File: config.mk
export PLATFORM = sky130hd
export DESIGN_NAME = fblik_divsqrt
export DESIGN_NICKNAME = d
export VERILOG_FILES = /design/src/sv/fblik_pkg.sv /design/src/sv/fblik_divsqrt.sv
export SDC_FILE = /design/constraint.sdc
export NUM_CORES = 1
export LEC_CHECK = 0
export BUFFER_PORTS_ARGS = -buffer_cell sky130_fd_sc_hd__buf_4
export CAP_MARGIN = 30
export CORE_MARGIN = 2
export CORE_UTILIZATION = 45
export DETAILED_ROUTE_END_ITERATION = 10
export HOLD_SLACK_MARGIN = 0.03
export PLACE_DENSITY_LB_ADDON = 0.1
export RECOVER_POWER = 25
export SKIP_LAST_GASP = 1
export SLEW_MARGIN = 20
export SYNTH_ARGS = -nofsm -noshare
export SYNTH_HDL_FRONTEND = slang
export SYNTH_SLANG_ARGS = --single-unit
File: constraint.sdc
create_clock -name i_clk -period 15.25 [get_ports i_clk]
set_clock_uncertainty 0.1 [all_clocks]
set_input_delay 4.575 -clock i_clk [delete_from_list [all_inputs] [get_ports i_clk]]
set_output_delay 4.575 -clock i_clk [all_outputs]
set_load 0.01 [all_outputs]
File: src/sv/fblik_pkg.sv
// ----------------------------------------------------------------------------
// fblik_pkg
// Shared types, constants and the arctangent table for the five-bar leg
// inverse kinematics unit.
// ----------------------------------------------------------------------------
package fblik_pkg;

    localparam int CORDIC_ITERATIONS = 16;
    localparam int ATAN_LEN          = 24;
    localparam int ATAN_IDXW         = 5;

    // CORDIC vector width and angle width (radians Q.24)
    localparam int CW = 44;
    localparam int AW = 32;

    // divider / square root operand width and result width
    localparam int DENW = 34;
    localparam int QW   = 15;

    localparam logic signed [AW-1:0] PI_Q24      = 32'sd52707179;
    localparam logic signed [AW-1:0] HALF_PI_Q24 = 32'sd26353589;
    localparam logic signed [AW-1:0] TWO_PI_Q24  = 32'sd105414358;
    localparam logic [29:0]          GAIN_INV_Q30 = 30'd652032874;

    typedef logic signed [CW-1:0] t_cvec;
    typedef logic signed [AW-1:0] t_angle;

    typedef struct packed {
        logic   start;
        logic   vec;    // 1: vectoring (atan2), 0: rotation
        t_cvec  x;
        t_cvec  y;
        t_angle z;
    } t_cordic_req;

    typedef struct packed {
        logic   done;
        t_cvec  x;
        t_cvec  y;
        t_angle z;
    } t_cordic_rsp;

    typedef struct packed {
        logic            start;
        logic            is_sqrt;
        logic [DENW-1:0] num;
        logic [DENW-1:0] den;
    } t_ds_req;

    typedef struct packed {
        logic          done;
        logic [QW-1:0] res;
    } t_ds_rsp;

    function automatic t_angle atan_q24(input logic [ATAN_IDXW-1:0] idx);
        t_angle v;
        case (idx)
            5'd0:  v = 32'sd13176795;
            5'd1:  v = 32'sd7778716;
            5'd2:  v = 32'sd4110060;
            5'd3:  v = 32'sd2086331;
            5'd4:  v = 32'sd1047214;
            5'd5:  v = 32'sd524117;
            5'd6:  v = 32'sd262123;
            5'd7:  v = 32'sd131069;
            5'd8:  v = 32'sd65536;
            5'd9:  v = 32'sd32768;
            5'd10: v = 32'sd16384;
            5'd11: v = 32'sd8192;
            5'd12: v = 32'sd4096;
            5'd13: v = 32'sd2048;
            5'd14: v = 32'sd1024;
            5'd15: v = 32'sd512;
            5'd16: v = 32'sd256;
            5'd17: v = 32'sd128;
            5'd18: v = 32'sd64;
            5'd19: v = 32'sd32;
            5'd20: v = 32'sd16;
            5'd21: v = 32'sd8;
            5'd22: v = 32'sd4;
            5'd23: v = 32'sd2;
            default: v = '0;
        endcase
        return v;
    endfunction

endpackage

File: src/sv/fblik_divsqrt.sv
// ----------------------------------------------------------------------------
// fblik_divsqrt
// Shared restoring divider (cosine ratio) and bit-serial square root (sine),
// one result bit per cycle over one subtractor.
// ----------------------------------------------------------------------------
module fblik_divsqrt (
    input  logic               i_clk,
    input  logic               i_rst_n,
    input  fblik_pkg::t_ds_req i_req,
    output fblik_pkg::t_ds_rsp o_rsp
);

    localparam int WW    = fblik_pkg::DENW + 2;
    localparam int RW    = 30;
    localparam int BW    = 29;
    localparam int STEPS = fblik_pkg::QW;
    localparam int CNTW  = $clog2(STEPS);

    logic            r_busy;
    logic            r_done;
    logic            r_sqrt;
    logic [CNTW-1:0] r_cnt;
    logic [WW-1:0]   r_a;
    logic [WW-1:0]   r_d;
    logic [RW-1:0]   r_res;
    logic [BW-1:0]   r_bit;

    logic [WW-1:0]   w_sub;
    logic [WW:0]     w_diff;
    logic            w_ge;

    assign w_sub  = r_sqrt ? (WW'(r_res) + WW'(r_bit)) : r_d;
    assign w_diff = {1'b0, r_a} - {1'b0, w_sub};
    assign w_ge   = ~w_diff[WW];

    always_ff @(posedge i_clk) begin
        if (!i_rst_n) begin
            r_busy <= 1'b0;
            r_done <= 1'b0;
            r_cnt  <= '0;
        end else begin
            r_done <= 1'b0;
            if (!r_busy) begin
                if (i_req.start) begin
                    r_busy <= 1'b1;
                    r_cnt  <= '0;
                end
            end else begin
                r_cnt <= r_cnt + 1'b1;
                if (r_cnt == CNTW'(STEPS - 1)) begin
                    r_busy <= 1'b0;
                    r_done <= 1'b1;
                end
            end
        end
    end

    // datapath
    always_ff @(posedge i_clk) begin
        if (!r_busy) begin
            if (i_req.start) begin
                r_sqrt <= i_req.is_sqrt;
                r_a    <= WW'(i_req.num);
                r_d    <= WW'(i_req.den);
                r_res  <= '0;
                r_bit  <= BW'(1) << (BW - 1);
            end
        end else if (r_sqrt) begin
            if (w_ge) begin
                r_a   <= w_diff[WW-1:0];
                r_res <= (r_res >> 1) + RW'(r_bit);
            end else begin
                r_res <= r_res >> 1;
            end
            r_bit <= r_bit >> 2;
        end else begin
            if (w_ge) begin
                r_a   <= {w_diff[WW-2:0], 1'b0};
                r_res <= {r_res[RW-2:0], 1'b1};
            end else begin
                r_a   <= {r_a[WW-2:0], 1'b0};
                r_res <= {r_res[RW-2:0], 1'b0};
            end
        end
    end

    assign o_rsp.done = r_done;
    assign o_rsp.res  = r_res[fblik_pkg::QW-1:0];

endmodule

# Yosys cells after proc, flatten, opt, wreduce, memory -nomap -nowiden
# Index checks and enable logic that the tools add are counted.
[totals]
regBits = 136
input_bits = 72
out_inout_bits = 16
word_cells = 41
[op_classes]
n_addsub = 4
n_eq_ne = 3
mux = 20
bitwise_logic = 1
n_reduce_logical = 5
[op_table]
columns = ["op", "count"]
rows = [
  ["2-to-1 mux 36 bit", 5],
  ["2-to-1 mux 30 bit", 4],
  ["2-to-1 mux 29 bit", 3],
  ["subtractor 36 x 34 -> 37 bit", 1],
  ["2-to-1 mux 34 bit", 1],
  ["adder 30 x 29 -> 31 bit", 1],
  ["adder 29 x 29 -> 30 bit", 1],
  ["2-to-1 mux 4 bit", 2],
  ["AND reduction 2 bit", 4],
  ["2-to-1 mux 1 bit", 5],
  ["adder 4 x 1 -> 4 bit, second input constant", 1],
  ["equality test 4 bit, second input constant", 1],
  ["!= test 3 bit, second input constant", 1],
  ["!= test 2 x 1 -> 1 bit, second input constant", 1],
  ["nonzero test 2 bit", 1],
  ["inverter 1 bit", 1],
]

# Logic depth before layout (Yosys ltp)
[depth]
depth_word = 6
ltp_mapped = 24
mapped_depth_nobuf = 23

# Least setup slack after synthesis
# Ideal clock, no wire load.
[synth_timing]
kind = "in2reg"
start = "input port i_req[69] (netlist bit)"
end = "register r_a[0] (enable)"
setup_ns = 0.441
arrival_ns = 6.426
setup_slack_ns = 8.283
cell_stages = 2
path_buffers = 0
path_cell_list = "nor2_1 a21oi_1"
[synth_via]
elab_chain_len = 2
[synth_lines]
columns = ["item", "line", "source"]
rows = [
  ["start: declaration", "fblik_divsqrt.sv:9", "input fblik_pkg::t_ds_req i_req,"],
  ["nonzero test 2 bit (no source line)", "-", ""],
  ["AND reduction 2 bit (no source line)", "-", ""],
  ["end signal: assignment", "fblik_divsqrt.sv:63", "r_a <= WW'(i_req.num);"],
  ["end signal: assignment", "fblik_divsqrt.sv:70", "r_a <= w_diff[WW-1:0];"],
  ["end signal: assignment", "fblik_divsqrt.sv:78", "r_a <= {w_diff[WW-2:0], 1'b0};"],
  ["end: declaration", "fblik_divsqrt.sv:23", "logic [WW-1:0] r_a;"],
]
# No other way between the ends.
# A chain may end at the register's enable or synchronous reset.

# Worst setup path in the final report
[layout_timing]
start = "register r_res[2]"
end = "register r_a[17], data pin"
[layout_via]
elab_chain_len = 6
elab_cells_between_ends = 7
classes_between = "add/sub: 2; mux: 5"
[layout_lines]
columns = ["item", "line", "source"]
rows = [
  ["start: declaration", "fblik_divsqrt.sv:25", "logic [RW-1:0] r_res;"],
  ["start signal: assignment", "fblik_divsqrt.sv:71", "r_res <= (r_res >> 1) + RW'(r_bit);"],
  ["start signal: assignment", "fblik_divsqrt.sv:73", "r_res <= r_res >> 1;"],
  ["start signal: assignment", "fblik_divsqrt.sv:79", "r_res <= {r_res[RW-2:0], 1'b1};"],
  ["adder 30 x 29 -> 31 bit (*)", "fblik_divsqrt.sv:32", "assign w_sub = r_sqrt ? (WW'(r_res) + WW'(r_bit)) : r_d;"],
  ["2-to-1 mux 34 bit (*)", "fblik_divsqrt.sv:32", ""],
  ["subtractor 36 x 34 -> 37 bit (*)", "fblik_divsqrt.sv:33", "assign w_diff = {1'b0, r_a} - {1'b0, w_sub};"],
  ["2-to-1 mux 36 bit, on equally long branches", "fblik_divsqrt.sv:77, fblik_divsqrt.sv:69", ""],
  ["2-to-1 mux 36 bit (*)", "fblik_divsqrt.sv:68", "end else if (r_sqrt) begin"],
  ["2-to-1 mux 36 bit (*)", "fblik_divsqrt.sv:60", "if (!r_busy) begin"],
]
# Mark *: on every way between the ends. The rest lies on a longest branch, timed or not. The select of a mux whose other input is x is not followed.

==> impl_results.md <==
* Setup TNS at 0 ps
* Register area at 0.00360 mm2
* Ys async rst share at 0%
* Share of cells above drive strength 1 at 12.9%
* Outcome: finished, violations left
* Core area at 0.0203 mm2
* Synth cell types at 65
* Critical path cell sequence: ha_1 > a31oi_1 > o21bai_1 > a31oi_1 > o21ai_0 > a31oi_1 > o21bai_1 > a211o_1 > a31oi_1 > xnor2_1 > mux2i_1 > ha_1 > a21o_1 > a21oi_1 > nor3b_1 > a21o_2 > buf_4 > nor2_1 > a211oi_1 > a211oi_1 > a21o_1
* Syn Nets at 1144
* Hold_buf cts at 0
* Detail Placement HPWL at 17200 um
* Hold Violations, Final at 0
* Die X at 148 um
* Die Ht at 148 um
* Area contributors post-synth: edfxtp_1 (37%), ha_1 (9.1%), a21oi_1 (4.6%), xnor2_1 (4.5%), nand2_1 (3.9%)
* Final period utilization at 41.6%
* Share of the synthesized area in the top cell type at 37.3%
* Hold path start: r_cnt[3]
* Crit path max-delay family: compound AO/OA/AOI/OAI gates
* Most common cell after layout, fill and taps aside: edfxtp_1
* CTS Root Cell: clkbuf_16
* Post-Place Cell Area at 0.0101 mm2
* Vias in the first global route at 7457
* Post-synth EDFFs at 116
* Gr ovfl total at 0
* CP bufs+invs at 1
* Nets at 1194
* H-tree depth at 4
* Yosys top cell by area: edfxtp_1
* Most frequent cells in the layout: edfxtp_1 (116), nand2_1 (97), nor2_1 (86)
* CTS Buf Count at 17
* Final setup violation count at 0
* Port Buf Inserts at 87
* Peak supply drop at 0.0714 mV
* Area of the multi-input gates at 0.00535 mm2
* FF+latch count, synth at 122
* Mapped Area at 0.00934 mm2
* Slew Limit Fails at 47
* Tightest Hold Check Type: register to register
* DRT Pass-1 Iters at 5
* CP Launch Type: register
* Critical path class: register to register
* Drt drc at 0
* Final Cell Area at 0.0107 mm2
* Minimum clock period at 6350 ps
* Vias post-DR at 7739
* Setup repair bufs after CTS at 0
* Post_cts resized at 0
* MaxCap Viol Count at 1
* Die area at 0.0219 mm2
* Crit path launch: r_res[2]
* Failing checks: capacitance limit, slew limit
* Worst r2r src: r_res[2]
* CTS tree: yes
* Drt wl/cell at 18.2 um
* Lkg Pwr at 4.17 nW
* Crit path DAT at 6420 ps
* Post-synthesis cell count at 1003
* Worst Path Required at 15320 ps
* All-Layer GR Usage at 22.9%
* Crit. End Element: register
* RSZ-0062 raised after global routing: no
* Pin count of the biggest net entering global routing at 68
* Final weighted congestion in routability-driven placement at 0.907
* FILL cells at 1935
* Synth warn at 0
* Most used cell, CP: a31oi_1
* PwrDens at 138 mW/mm2
* I/O pin total at 88
* First-pass GRT wire length at 39500 um
* Clock tree buffer depth at 2
* Worst-Margin Slew at 2250 ps
* Fmax at 158 MHz
* DR vias/cell at 5.79
* TritonCTS Sinks at 122
* Top FF cell, synth: edfxtp_1
* CP max stage cell: buf_4
* Crit path largest cell delay at 540 ps
* Sequential fraction of the synthesis area at 38.6%
* Iter 0 DRT Violations at 545
* Post-route ant nets at 0
* Syn_area_per_cell at 9.31 um2
* Worst skew pair latency at 420 ps
* Clk slew on worst S/H paths at 60 ps
* Rows at 52
* Initial antenna violation count at 2
* Initial Util at 46.0%
* Total Routed Length at 24400 um
* Layout area overhead at 14.4%
* Relative slew margins at -49.8%
* Crit path max fanout at 50
* Hold Slack at 388 ps
==> worst min-delay path: cells and delay by family, from the launching register on <==
kind             cells  cell delay [ps]
DFF                  1              320
and+or+nand+nor      2              120
==> synthesized netlist by cell type (all sizes together), types with 8 or more instances <==
cell and n:
a211oi 16, a21o 16, a21oi 86, a311oi 10, a31oi 28, and2 18, and3 9, buf 31
clkbuf 37, edfxtp 116, ha 68, inv 18, mux2i 29, nand2 98, nand2b 18, nand3 15
nor2 87, nor2b 12, nor3 13, o211ai 8, o21ai 71, o21bai 14, o221ai 14, o31ai 8
xnor2 48, xor2 31
==> logic make-up after synthesis <==
group	count (synthesis)	synth area share [%]
compound gates	325	22.7
simple gates	292	14.3
flops	122	38.6
buf+inv	86	4.46
xor+xnor	79	7.41
fa+ha+maj	69	9.33
mux	30	3.23
==> area by class of cell <==
cell class,instances,share of cell area [%]
multi-input combinational,795,50.1
sequential,122,33.7
timing repair buffer,99,7.09
clock buffer,24,4.60
tap,270,3.16
clock inverter,8,0.668
inverter,18,0.632
antenna,1,0.0234
==> report_power, final <==
group	switching (mW)	internal [mW]	total, mW	leakage (nW)
clock	0.151	0.240	0.391	0.270
combinational	0.370	0.252	0.622	2.68
sequential	0.0404	0.423	0.463	1.22
total	0.561	0.915	1.48	4.17
==> per-stage QoR <==
step           std cells  total power, mW  util (%)  worst slack [ps]
2_1_floorplan       1003            0.941         -              8280
5_1_grt             1337             1.58      52.6              8310
6_report            1337             1.48      52.6              8900
4_1_cts             1335             1.48      52.6              8870
3_3_place_gp        1302             1.08      49.7              9060
3_5_place_dp        1303             1.08      49.8              8880
==> sequential cells by signal, indices dropped and copies added (netlist names) <==
register / count
r_a: 36
r_bit: 15
r_sqrt: 1
r_d: 34
r_cnt: 4
r_done: 1
r_res: 30
r_busy: 1
==> per-layer routing <==
| layer | GRT usage [%] | vias up | share of wire [%] |
|---|---|---|---|
| met1 | 32.7 | 3633 | 49 |
| li1 | - | 3865 | - |
| met4 | 6.38 | 2 | 1.8 |
| met3 | 4.36 | 32 | 4.4 |
| met5 | 0 | - | 0.041 |
| met2 | 35.9 | 207 | 45 |
==> path summary, 6_finish.rpt <==
path              endpoint  slack (ps)  cells past startpoint
setup reg to reg   r_a[17]        8900                     21
hold reg to reg     r_done         390                      2
hold / removal      r_done         390                      2
setup / recovery   r_a[17]        8900                     21
Power figures use the tool's default switching activity.
